<file path="src/rtl/pcg32_random_generator_assert.svh">
// assertion macros shared by the pcg32 generator rtl
`ifndef PCG32_RANDOM_GENERATOR_ASSERT_SVH
`define PCG32_RANDOM_GENERATOR_ASSERT_SVH

// same-cycle implication, sampled on clk_i, off while rst_ni is low
`define PCG_ASSERT_NOW(lbl, ante, cons, msg) \
  lbl: assert property (@(posedge clk_i) disable iff (!rst_ni) (ante) |-> (cons)) \
    else $error(msg);

// next-cycle implication, sampled on clk_i, off while rst_ni is low
`define PCG_ASSERT_NEXT(lbl, ante, cons, msg) \
  lbl: assert property (@(posedge clk_i) disable iff (!rst_ni) (ante) |=> (cons)) \
    else $error(msg);

`endif

</file>
<file path="src/rtl/pcg32_pkg.sv">
// types, constants and helper functions for the pcg32 generator
`timescale 1ns / 1ps

package pcg32_pkg;

  // lcg constants
  localparam logic [63:0] LcgMult       = 64'h5851_F42D_4C95_7F2D;
  localparam logic [63:0] LcgResetState = 64'h853C_49E6_748F_EA9B;
  localparam logic [63:0] LcgResetInc   = 64'hDA3E_39CB_94B9_5BDB;

  // divider width
  localparam int unsigned DivBits = 32;
  localparam int unsigned DivCntW = $clog2(DivBits);

  // request op codes
  localparam logic [1:0] OP_RAW     = 2'd0;
  localparam logic [1:0] OP_BOUNDED = 2'd1;
  localparam logic [1:0] OP_RESEED  = 2'd2;

  // configuration register indexes
  localparam logic REG_SEED_STATE  = 1'b0;
  localparam logic REG_SEED_STREAM = 1'b1;

  // sequencer states
  typedef enum logic [3:0] {
    ST_IDLE,
    ST_THRESH,
    ST_MUL0,
    ST_MUL1,
    ST_MUL2,
    ST_MUL3,
    ST_CHECK,
    ST_REDUCE,
    ST_FINISH
  } fsm_e;

  // what the current request does after each advance
  typedef enum logic [1:0] {
    MODE_RAW,
    MODE_BOUNDED,
    MODE_SEED_FIRST,
    MODE_SEED_SECOND
  } mode_e;

  // divider start request
  typedef struct packed {
    logic                 start;
    logic [DivBits-1:0]   dividend;
    logic [DivBits-1:0]   divisor;
  } div_req_t;

  // divider status
  typedef struct packed {
    logic                 busy;
    logic                 done;
    logic [DivBits-1:0]   remainder;
  } div_rsp_t;

  // xsh-rr output permutation of a 64-bit state
  function automatic logic [31:0] xsh_rr(input logic [63:0] s);
    logic [63:0] mixed;
    logic [31:0] x;
    logic [4:0]  rot;
    logic [63:0] dbl;
    mixed = ((s >> 18) ^ s) >> 27;
    x     = mixed[31:0];
    rot   = s[63:59];
    dbl   = {x, x} >> rot;
    return dbl[31:0];
  endfunction

endpackage

</file>
<file path="src/rtl/pcg32_divider.sv">
// iterative restoring divider, one quotient bit per cycle, remainder out
`timescale 1ns / 1ps

module pcg32_divider (
  input  logic                clk_i,
  input  logic                rst_ni,
  input  pcg32_pkg::div_req_t req_i,
  output pcg32_pkg::div_rsp_t rsp_o
);

  localparam int unsigned W = pcg32_pkg::DivBits;
  localparam int unsigned CW = pcg32_pkg::DivCntW;
  localparam logic [CW-1:0] LastCnt = CW'(W - 1);

  logic          busy_q, busy_d;
  logic          done_q, done_d;
  logic [CW-1:0] cnt_q, cnt_d;
  logic [W-1:0]  rem_q, rem_d;
  logic [W-1:0]  dvd_q, dvd_d;
  logic [W-1:0]  dvs_q, dvs_d;
  logic [W:0]    trial;
  logic [W:0]    diff;
  logic          ge;

  // one restoring step
  assign trial = {rem_q, dvd_q[W-1]};
  assign diff  = trial - {1'b0, dvs_q};
  assign ge    = (trial >= {1'b0, dvs_q});

  // next-state logic
  always_comb begin
    busy_d = busy_q;
    done_d = 1'b0;
    cnt_d  = cnt_q;
    rem_d  = rem_q;
    dvd_d  = dvd_q;
    dvs_d  = dvs_q;
    if (req_i.start) begin
      busy_d = 1'b1;
      cnt_d  = '0;
      rem_d  = '0;
      dvd_d  = req_i.dividend;
      dvs_d  = req_i.divisor;
    end else if (busy_q) begin
      rem_d = ge ? diff[W-1:0] : trial[W-1:0];
      dvd_d = {dvd_q[W-2:0], 1'b0};
      cnt_d = cnt_q + 1'b1;
      if (cnt_q == LastCnt) begin
        busy_d = 1'b0;
        done_d = 1'b1;
      end
    end
  end

  // control registers
  always_ff @(posedge clk_i or negedge rst_ni) begin
    if (!rst_ni) begin
      busy_q <= 1'b0;
      done_q <= 1'b0;
      cnt_q  <= '0;
    end else begin
      busy_q <= busy_d;
      done_q <= done_d;
      cnt_q  <= cnt_d;
    end
  end

  // datapath registers
  always_ff @(posedge clk_i) begin
    rem_q <= rem_d;
    dvd_q <= dvd_d;
    dvs_q <= dvs_d;
  end

  assign rsp_o.busy      = busy_q;
  assign rsp_o.done      = done_q;
  assign rsp_o.remainder = rem_q;

endmodule

</file>
<file path="src/rtl/pcg32_random_generator.sv">
// pcg32 xsh-rr generator: raw draws, unbiased bounded draws and reseeding
// one request in flight at a time; a rejected bounded draw triggers another advance
// the 32-step remainder divider (run twice per bounded draw with a nonzero bound)
//   and the advance over states MUL0 to MUL3 through one shared 32x32 multiplier set the pace
// reset: state 0x853c49e6748fea9b, increment 0xda3e39cb94b95bdb, seeds zero
`timescale 1ns / 1ps
`include "pcg32_random_generator_assert.svh"

module pcg32_random_generator (
  input  logic        clk_i,
  input  logic        rst_ni,
  input  logic        cfg_we_i,
  input  logic        cfg_idx_i,
  input  logic [63:0] cfg_data_i,
  input  logic        in_valid_i,
  output logic        in_ready_o,
  input  logic [1:0]  op_i,
  input  logic [31:0] bound_i,
  output logic        out_valid_o,
  input  logic        out_ready_i,
  output logic [31:0] value_o
);

  localparam logic [31:0] MultLo = pcg32_pkg::LcgMult[31:0];
  localparam logic [31:0] MultHi = pcg32_pkg::LcgMult[63:32];

  pcg32_pkg::fsm_e  fsm_q, fsm_d;
  pcg32_pkg::mode_e mode_q, mode_d;

  logic [63:0] state_q, state_d;
  logic [63:0] inc_q, inc_d;
  logic [63:0] seed_state_q;
  logic [62:0] seed_stream_q;
  logic        out_valid_q, out_valid_d;
  logic        out_load;

  logic [31:0] bound_q, bound_d;
  logic [31:0] thresh_q, thresh_d;
  logic [31:0] draw_q, draw_d;
  logic [31:0] res_q, res_d;
  logic [31:0] value_q;
  logic [63:0] prod_q, prod_d;
  logic [63:0] acc_q, acc_d;

  logic [31:0] mul_a, mul_b;
  logic [63:0] mul_p;

  pcg32_pkg::div_req_t div_req;
  pcg32_pkg::div_rsp_t div_rsp;

  // shared remainder unit
  pcg32_divider u_div (
    .clk_i  (clk_i),
    .rst_ni (rst_ni),
    .req_i  (div_req),
    .rsp_o  (div_rsp)
  );

  // shared 32x32 multiplier, operands picked by the advance step
  always_comb begin
    mul_a = state_q[31:0];
    mul_b = MultLo;
    case (fsm_q)
      pcg32_pkg::ST_MUL1: mul_b = MultHi;
      pcg32_pkg::ST_MUL2: mul_a = state_q[63:32];
      default: ;
    endcase
  end
  assign mul_p = mul_a * mul_b;

  assign in_ready_o = (fsm_q == pcg32_pkg::ST_IDLE);

  // sequencer
  always_comb begin
    fsm_d    = fsm_q;
    mode_d   = mode_q;
    state_d  = state_q;
    inc_d    = inc_q;
    bound_d  = bound_q;
    thresh_d = thresh_q;
    draw_d   = draw_q;
    res_d    = res_q;
    prod_d   = prod_q;
    acc_d    = acc_q;
    out_load = 1'b0;
    div_req  = '0;
    unique case (fsm_q)
      pcg32_pkg::ST_IDLE: begin
        if (in_valid_i) begin
          bound_d = bound_i;
          case (op_i)
            pcg32_pkg::OP_RAW: begin
              mode_d = pcg32_pkg::MODE_RAW;
              fsm_d  = pcg32_pkg::ST_MUL0;
            end
            pcg32_pkg::OP_BOUNDED: begin
              if (bound_i == '0) begin
                // zero bound means full range
                mode_d = pcg32_pkg::MODE_RAW;
                fsm_d  = pcg32_pkg::ST_MUL0;
              end else begin
                mode_d           = pcg32_pkg::MODE_BOUNDED;
                div_req.start    = 1'b1;
                div_req.dividend = 32'd0 - bound_i;
                div_req.divisor  = bound_i;
                fsm_d            = pcg32_pkg::ST_THRESH;
              end
            end
            pcg32_pkg::OP_RESEED: begin
              mode_d  = pcg32_pkg::MODE_SEED_FIRST;
              state_d = '0;
              inc_d   = {seed_stream_q, 1'b1};
              fsm_d   = pcg32_pkg::ST_MUL0;
            end
            default: ;
          endcase
        end
      end
      pcg32_pkg::ST_THRESH: begin
        if (div_rsp.done) begin
          thresh_d = div_rsp.remainder;
          fsm_d    = pcg32_pkg::ST_MUL0;
        end
      end
      // advance: state * mult + inc over three partial products
      pcg32_pkg::ST_MUL0: begin
        draw_d = pcg32_pkg::xsh_rr(state_q);
        prod_d = mul_p;
        fsm_d  = pcg32_pkg::ST_MUL1;
      end
      pcg32_pkg::ST_MUL1: begin
        acc_d  = prod_q + inc_q;
        prod_d = mul_p;
        fsm_d  = pcg32_pkg::ST_MUL2;
      end
      pcg32_pkg::ST_MUL2: begin
        acc_d  = acc_q + {prod_q[31:0], 32'd0};
        prod_d = mul_p;
        fsm_d  = pcg32_pkg::ST_MUL3;
      end
      pcg32_pkg::ST_MUL3: begin
        state_d = acc_q + {prod_q[31:0], 32'd0};
        fsm_d   = pcg32_pkg::ST_CHECK;
      end
      pcg32_pkg::ST_CHECK: begin
        unique case (mode_q)
          pcg32_pkg::MODE_RAW: begin
            res_d = draw_q;
            fsm_d = pcg32_pkg::ST_FINISH;
          end
          pcg32_pkg::MODE_BOUNDED: begin
            if (draw_q < thresh_q) begin
              // rejected draw, take another
              fsm_d = pcg32_pkg::ST_MUL0;
            end else begin
              div_req.start    = 1'b1;
              div_req.dividend = draw_q;
              div_req.divisor  = bound_q;
              fsm_d            = pcg32_pkg::ST_REDUCE;
            end
          end
          pcg32_pkg::MODE_SEED_FIRST: begin
            state_d = state_q + seed_state_q;
            mode_d  = pcg32_pkg::MODE_SEED_SECOND;
            fsm_d   = pcg32_pkg::ST_MUL0;
          end
          pcg32_pkg::MODE_SEED_SECOND: begin
            fsm_d = pcg32_pkg::ST_IDLE;
          end
        endcase
      end
      pcg32_pkg::ST_REDUCE: begin
        if (div_rsp.done) begin
          res_d = div_rsp.remainder;
          fsm_d = pcg32_pkg::ST_FINISH;
        end
      end
      pcg32_pkg::ST_FINISH: begin
        // hand the result over once the output register is free
        if (!out_valid_q || out_ready_i) begin
          out_load = 1'b1;
          fsm_d    = pcg32_pkg::ST_IDLE;
        end
      end
      default: fsm_d = pcg32_pkg::ST_IDLE;
    endcase
  end

  // output register valid
  always_comb begin
    out_valid_d = out_valid_q;
    if (out_load) begin
      out_valid_d = 1'b1;
    end else if (out_ready_i) begin
      out_valid_d = 1'b0;
    end
  end

  // control state and generator state
  always_ff @(posedge clk_i or negedge rst_ni) begin
    if (!rst_ni) begin
      fsm_q         <= pcg32_pkg::ST_IDLE;
      mode_q        <= pcg32_pkg::MODE_RAW;
      state_q       <= pcg32_pkg::LcgResetState;
      inc_q         <= pcg32_pkg::LcgResetInc;
      seed_state_q  <= '0;
      seed_stream_q <= '0;
      out_valid_q   <= 1'b0;
    end else begin
      fsm_q       <= fsm_d;
      mode_q      <= mode_d;
      state_q     <= state_d;
      inc_q       <= inc_d;
      out_valid_q <= out_valid_d;
      // configuration writes
      if (cfg_we_i) begin
        unique case (cfg_idx_i)
          pcg32_pkg::REG_SEED_STATE:  seed_state_q  <= cfg_data_i;
          pcg32_pkg::REG_SEED_STREAM: seed_stream_q <= cfg_data_i[62:0];
        endcase
      end
    end
  end

  // datapath registers
  always_ff @(posedge clk_i) begin
    bound_q  <= bound_d;
    thresh_q <= thresh_d;
    draw_q   <= draw_d;
    res_q    <= res_d;
    prod_q   <= prod_d;
    acc_q    <= acc_d;
    if (out_load) begin
      value_q <= res_q;
    end
  end

  assign out_valid_o = out_valid_q;
  assign value_o     = value_q;

  // checks
  `PCG_ASSERT_NOW(a_inc_odd, 1'b1, inc_q[0], "stream increment lost its low bit")
  `PCG_ASSERT_NOW(a_div_free, div_req.start, !div_rsp.busy, "divider started while busy")
  `PCG_ASSERT_NEXT(a_bounded_range, out_load && (mode_q == pcg32_pkg::MODE_BOUNDED), value_o < bound_q, "bounded result not below bound")

endmodule

</file>
<file path="config.mk">
export PLATFORM = sky130hd
export DESIGN_NAME = pcg32_random_generator
export DESIGN_NICKNAME = d
export VERILOG_FILES = /design/src/rtl/pcg32_pkg.sv /design/src/rtl/pcg32_divider.sv /design/src/rtl/pcg32_random_generator.sv
export VERILOG_INCLUDE_DIRS = /design/src /design/src/rtl
export SDC_FILE = /design/constraint.sdc
export NUM_CORES = 2
export LEC_CHECK = 0
export BUFFER_PORTS_ARGS = -buffer_cell sky130_fd_sc_hd__buf_2
export CORE_MARGIN = 2
export CORE_UTILIZATION = 60
export CTS_CLUSTER_SIZE = 30
export DETAILED_ROUTE_END_ITERATION = 10
export GPL_TIMING_DRIVEN = 0
export PLACE_DENSITY_LB_ADDON = 0.15
export SKIP_LAST_GASP = 1
export SLEW_MARGIN = 20
export SYNTH_ARGS = -nofsm -noshare
export SYNTH_HDL_FRONTEND = slang
export SYNTH_HIERARCHICAL = 1
export SYNTH_SLANG_ARGS = --single-unit
</file>
<file path="constraint.sdc">
create_clock -name clk_i -period 26.9 [get_ports clk_i]
set_clock_uncertainty 0.05 [all_clocks]
set_input_delay 5.38 -clock clk_i [delete_from_list [all_inputs] [get_ports clk_i]]
set_output_delay 5.38 -clock clk_i [all_outputs]
set_load 0.02 [all_outputs]
</file>
# After elaboration in Yosys (flattened, before gate mapping)
# Index checks and enable logic that the tools add are counted.
word_totals:
  register_bits: 652
  in_bits: 104
  out_inout_bits: 34
  elab_cells: 123
op_classes:
  add_sub_neg: 6
  n_mul: 1
  magnitude_cmp: 2
  n_eq_ne: 23
  n_shift: 1
  muxes: 45
  bitwise: 2
  reduce_logical: 23
ops:
  columns: ["operator", "n"]
  rows:
  - ["2-to-1 mux 65 bit", 5]
  - ["adder 64 bit", 3]
  - ["2-to-1 mux 32 bit", 6]
  - ["2-to-1 mux 64 bit", 3]
  - ["one-hot mux 64 bit (3 select lines)", 1]
  - ["one-hot mux 65 bit (2 select lines)", 1]
  - ["one-hot mux 64 bit (2 select lines)", 1]
  - ["multiplier 32 x 32 -> 64 bit", 1]
  - ["one-hot mux 32 bit (2 select lines)", 1]
  - ["right shift 64 x 5 -> 32 bit", 1]
  - ["bitwise XOR 46 x 59 -> 59 bit", 1]
  - ["one-hot mux 4 bit (9 select lines)", 1]
  - [">= comparator 33 x 32 -> 1 bit", 1]
  - ["logical NOT 32 bit", 1]
  - ["< comparator 32 bit", 1]
  - ["subtractor 1 x 32 -> 32 bit (first input constant)", 1]
  - ["subtractor 32 bit", 1]
  - ["2-to-1 mux 29 bit", 1]
  - ["== test 4 x 3 -> 1 bit (second input constant)", 4]
  - ["2-to-1 mux 4 bit", 4]
  - ["one-hot mux 4 bit (4 select lines)", 1]
  - ["2-to-1 mux 1 bit", 11]
  - ["2-to-1 mux 5 bit", 2]
  - ["!= test 2 x 1 -> 1 bit (second input constant)", 5]
  - ["other kinds (28)", 45]

# Longest topological paths before layout
logic_depth:
  depth_word: 6
  mapped_depth: 38
  depth_no_buf: 37

# By module
# The synthesis kept the hierarchy.
by_module_without_submodules:
  columns: ["module", "instances", "cells_per_inst", "area_each_um2", "seq_area_each_um2"]
  rows:
  - ["pcg32_random_generator", 1, 5478, 55166.7, 15268.4]
  - ["pcg32_divider", 1, 599, 5994.5, 2737.6]

# Worst setup path after synthesis
# Ideal clock, no wire load.
synth_timing:
  path_kind: "input to register"
  from: "input bound_i[11]"
  to: "register u_div.dvd_q[0], enable pin"
  setup_time_ps: 406
  arrival_time_ps: 9566
  required_ps: 26444
  slack_ps: 16878
  cell_stages: 13
  path_buffers: 2
  cell_sequence: "or4_4 > nor4_2 > nand4bb_1 > nor4_2 > nand2_2 > or4_4 > or3_1 > and3_4 > buf_6 > or2_1 > clkbuf_1 > nor2_1 > inv_1"
synth_rtl:
  columns: ["item", "line", "source"]
  rows:
  - ["start: declaration", "pcg32_random_generator.sv:18", "input logic [31:0] bound_i,"]
  - ["end signal: assignment", "pcg32_divider.sv:71", "dvd_q <= dvd_d;"]
  - ["end: declaration", "pcg32_divider.sv:19", "logic [W-1:0] dvd_q, dvd_d;"]

# Final worst setup path
layout_timing:
  from: "register fsm_q[3]"
  to: "register prod_q[53] (data pin)"
layout_between:
  elab_chain_cells: 3
  word_cells_on_any_way: 5
  classes_between: "1 x mul; 2 x eq/ne; 2 x mux"
layout_rtl:
  columns: ["item", "line", "source"]
  rows:
  - ["start: declaration", "pcg32_random_generator.sv:27", "pcg32_pkg::fsm_e fsm_q, fsm_d;"]
  - ["start signal: assignment", "pcg32_random_generator.sv:202", "fsm_q <= pcg32_pkg::ST_IDLE;"]
  - ["start signal: assignment", "pcg32_random_generator.sv:210", "fsm_q <= fsm_d;"]
  - ["== test 4 x 3 -> 1 bit or == test 4 x 2 -> 1 bit (tied branches)", "pcg32_random_generator.sv:63", "case (fsm_q)"]
  - ["2-to-1 mux 32 bit or 2-to-1 mux 29 bit (tied branches)", "pcg32_random_generator.sv:63", null]
  - ["multiplier 32 x 32 -> 64 bit (*)", "pcg32_random_generator.sv:69", "assign mul_p = mul_a * mul_b;"]
  - ["named net mul_p[53]", "pcg32_random_generator.sv:46", "logic [63:0] mul_p;"]
  - ["end signal: assignment", "pcg32_random_generator.sv:231", "prod_q <= prod_d;"]
  - ["end: declaration", "pcg32_random_generator.sv:42", "logic [63:0] prod_q, prod_d;"]
# The timed path passes the listed nets; every way through them passes the cells marked *.
# A chain may end at the register's enable or synchronous reset.

==> flow_results.org <==
** Place
- RD Place Congestion :: 1.01
- Final HPWL from detailed placement :: 162000 µm
- OpenSTA, run right after detailed placement, puts the worst setup slack at 14.40 ns.
- Number of port buffers :: 137

** Setup path
- Critical Path Max Stage Delay :: 0.94 ns
- Buffers plus inverters on the worst setup path :: 8
- Critical path startpoint category :: flip-flop
- Top cell by count, worst path :: sky130_fd_sc_hd__fa_1
- At the worst endpoint, the required time is 27.28 ns.
- Data arrival time of the worst path :: 12.86 ns
- The worst register-to-register path begins at fsm_q[3]$_DFFE_PN0P_.
- The worst setup path is captured at a flip-flop.
- The critical path is of the flip-flop to flip-flop type.
- In this run the worst path has a maximum fanout of 12.
- Source of the critical timing path :: fsm_q[3]$_DFFE_PN0P_
- Dominant delay contributor by cell family on the critical path :: adder cells
- Cell at the slowest stage of the critical path :: sky130_fd_sc_hd__mux2i_1

** Floorplanning
- The floorplan has 117 rows.
- Initial standard-cell utilization of the core :: 0.603
- Core area :: 101000 µm²
- The floorplan step set the die width to 323 µm.
- The die covers 104000 µm².
- 138 I/O pins were placed.
- Y dimension of the die :: 323 µm

** Timing
- Upper clock frequency limit :: 0.0802 GHz
- Max-slew headroom :: 0.155
- After layout, the minimum clock period comes to 12.48 ns.
- Adding up every negative setup slack in the final design gives 0 ns.
- The final max-slew violation count came to 0.
- The number of endpoints with negative hold slack in the final report is 0.
- Slew at the pin with the worst max-slew slack :: 1.26 ns
- Worst hold margin :: 0.367 ns
- The worst path meets setup with 14.42 ns of slack.
- Setup repair after global routing left no endpoint under its margin.
- # setup viols final :: 0
- Share of the clock period used by the worst path :: 0.464

** Global routing
- Initial antenna violation count :: 9
- The first global-routing pass estimated 292000 µm of wire.
- Via count of the first global-routing pass :: 46700
- Entering global routing, the biggest net connects 92 pins.
- In the global route stage, overall resource usage came out at 0.379.
- Global route overflow :: 0

** Clock tree
- Number of levels the H-tree was split into :: 3
- TritonCTS built the clock tree.
- Insertion delay of the later-clocked pin in the worst-skew pair :: 0.68 ns
- Post-CTS setup-driven buffer insertion count :: 0
- No sink is reached through more buffers than the 3 on the longest clock path.
- After clock tree synthesis, the clock-pin slew on the worst setup and hold paths is 0.06 ns.
- Number of hold-repair buffers added at the cts stage :: 0
- Number of resized instances in the post-cts repair step :: 0
- Number of buffers created by CTS :: 74
- CTS saw 652 sinks.
- CTS root buf :: sky130_fd_sc_hd__clkbuf_16

** Logic synthesis
- Mapped Cells :: 6076
- The average instance in the mapped netlist occupies 10.1 µm².
- Yosys printed 6 warnings.
- Area of the mapped netlist :: 61200 µm²

** Worst hold path
- HP Class :: flip-flop to flip-flop
- Startpoint of the most critical hold path :: res_q[15]$_DFFE_PP_

** Detailed routing
- Via count :: 47800
- Vias per std cell :: 6.14
- Number of detailed-routing iterations run before antenna repair :: 7
- Wirelength per Cell :: 25.3 µm
- Count of nets left with antenna violations after detail routing :: 0
- Violation count after the first detailed-route iteration :: 4511
- In the routed design, unresolved DRC markers number 0.
- Summed over all layers, the routed wires come to 197000 µm.

** Flow run
- The tool flagged a number of max-cap violations equal to 0.

** Final layout
- From synthesis to final layout, the design area changed by 9.27%.
- Net total in the final layout :: 7625
- In the final layout, the share of cells above drive strength 1 is 0.104.
- Final-layout fill cell count :: 8215

** Status
- The flow ran to the end, and the final reports show no timing, DRC or antenna violations.
state kept, by name, summed over array words and instances (netlist names), 63 cells and up:
name,cells
acc_q,64
prod_q,64
state_q,64
seed_state_q,64
seed_stream_q,63
inc_q,63
metal layers:
| layer | GRT usage | vias up | wire, µm |
|---|---|---|---|
| met5 | 0 | - | 41 |
| met4 | 0.219 | 6 | 13300 |
| met3 | 0.0603 | 509 | 16300 |
| met2 | 0.589 | 2223 | 87800 |
| met1 | 0.507 | 23600 | 79400 |
| li1 | - | 21500 | - |
metrics by stage:
| stage | util | std cells | area (µm²) |
|---|---|---|---|
| 2_1_floorplan | - | 6105 | 61300 |
| 3_3_place_gp | 0.628 | 7610 | 63700 |
| 3_5_place_dp | 0.632 | 7629 | 64100 |
| 4_1_cts | 0.658 | 7767 | 66800 |
| 5_1_grt | 0.658 | 7770 | 66800 |
| 6_report | 0.659 | 7779 | 66800 |
worst register-to-register path, delay by kind of cell, from the launching register on:
kind	cells	cell delay, ns
AO/OA/AOI/OAI	3	1.04
buffers and inverters	8	3.09
XOR/XNOR	1	0.35
flip-flops	1	0.37
adder cells (fa/ha/maj)	9	4.47
multiplexers	1	0.94
AND/OR/NAND/NOR	8	1.96
worst paths after layout:
kind	endpoint	slack, ns	depth (start not counted)
hold / removal	value_o[15]$_DFFE_PP_	0.37	0
max in group asynchronous	inc_q[52]$_DFFE_PN1P_	21.22	3
min in group asynchronous	seed_stream_q[14]$_DFFE_PN0P_	4.46	1
hold reg to reg	value_o[15]$_DFFE_PP_	0.37	0
setup / recovery	prod_q[53]$_DFFE_PP_	14.42	30
setup reg to reg	prod_q[53]$_DFFE_PP_	14.42	30
layout by cell type, fill, tap and decap left out, types with 193 or more instances in the layout:
cell	n
sky130_fd_sc_hd__inv_1	856
sky130_fd_sc_hd__ha_1	646
sky130_fd_sc_hd__fa_1	538
sky130_fd_sc_hd__nor2_1	453
sky130_fd_sc_hd__nand2_1	432
sky130_fd_sc_hd__edfxtp_1	352
sky130_fd_sc_hd__a21oi_1	320
sky130_fd_sc_hd__mux2_2	234
sky130_fd_sc_hd__clkbuf_1	207
sky130_fd_sc_hd__dfrtp_1	197
sky130_fd_sc_hd__o21ai_0	193
cell type report:
cell class / count / area [µm²] / share of cell area
Antenna cell: 12 / 30.0 / 0.000449
Buffer: 228 / 915 / 0.0137
Clock buffer: 99 / 2130 / 0.0319
Clock inverter: 39 / 538 / 0.00805
Inverter: 868 / 3260 / 0.0488
Multi-Input combinational cell: 4357 / 39200 / 0.587
Sequential cell: 652 / 18000 / 0.269
Tap cell: 1368 / 1710 / 0.0256
Timing Repair Buffer: 156 / 1040 / 0.0155
Power is left out: the tool's default activity adds up to more than one toggle a clock period on the data nets, which glitch-free logic cannot reach.
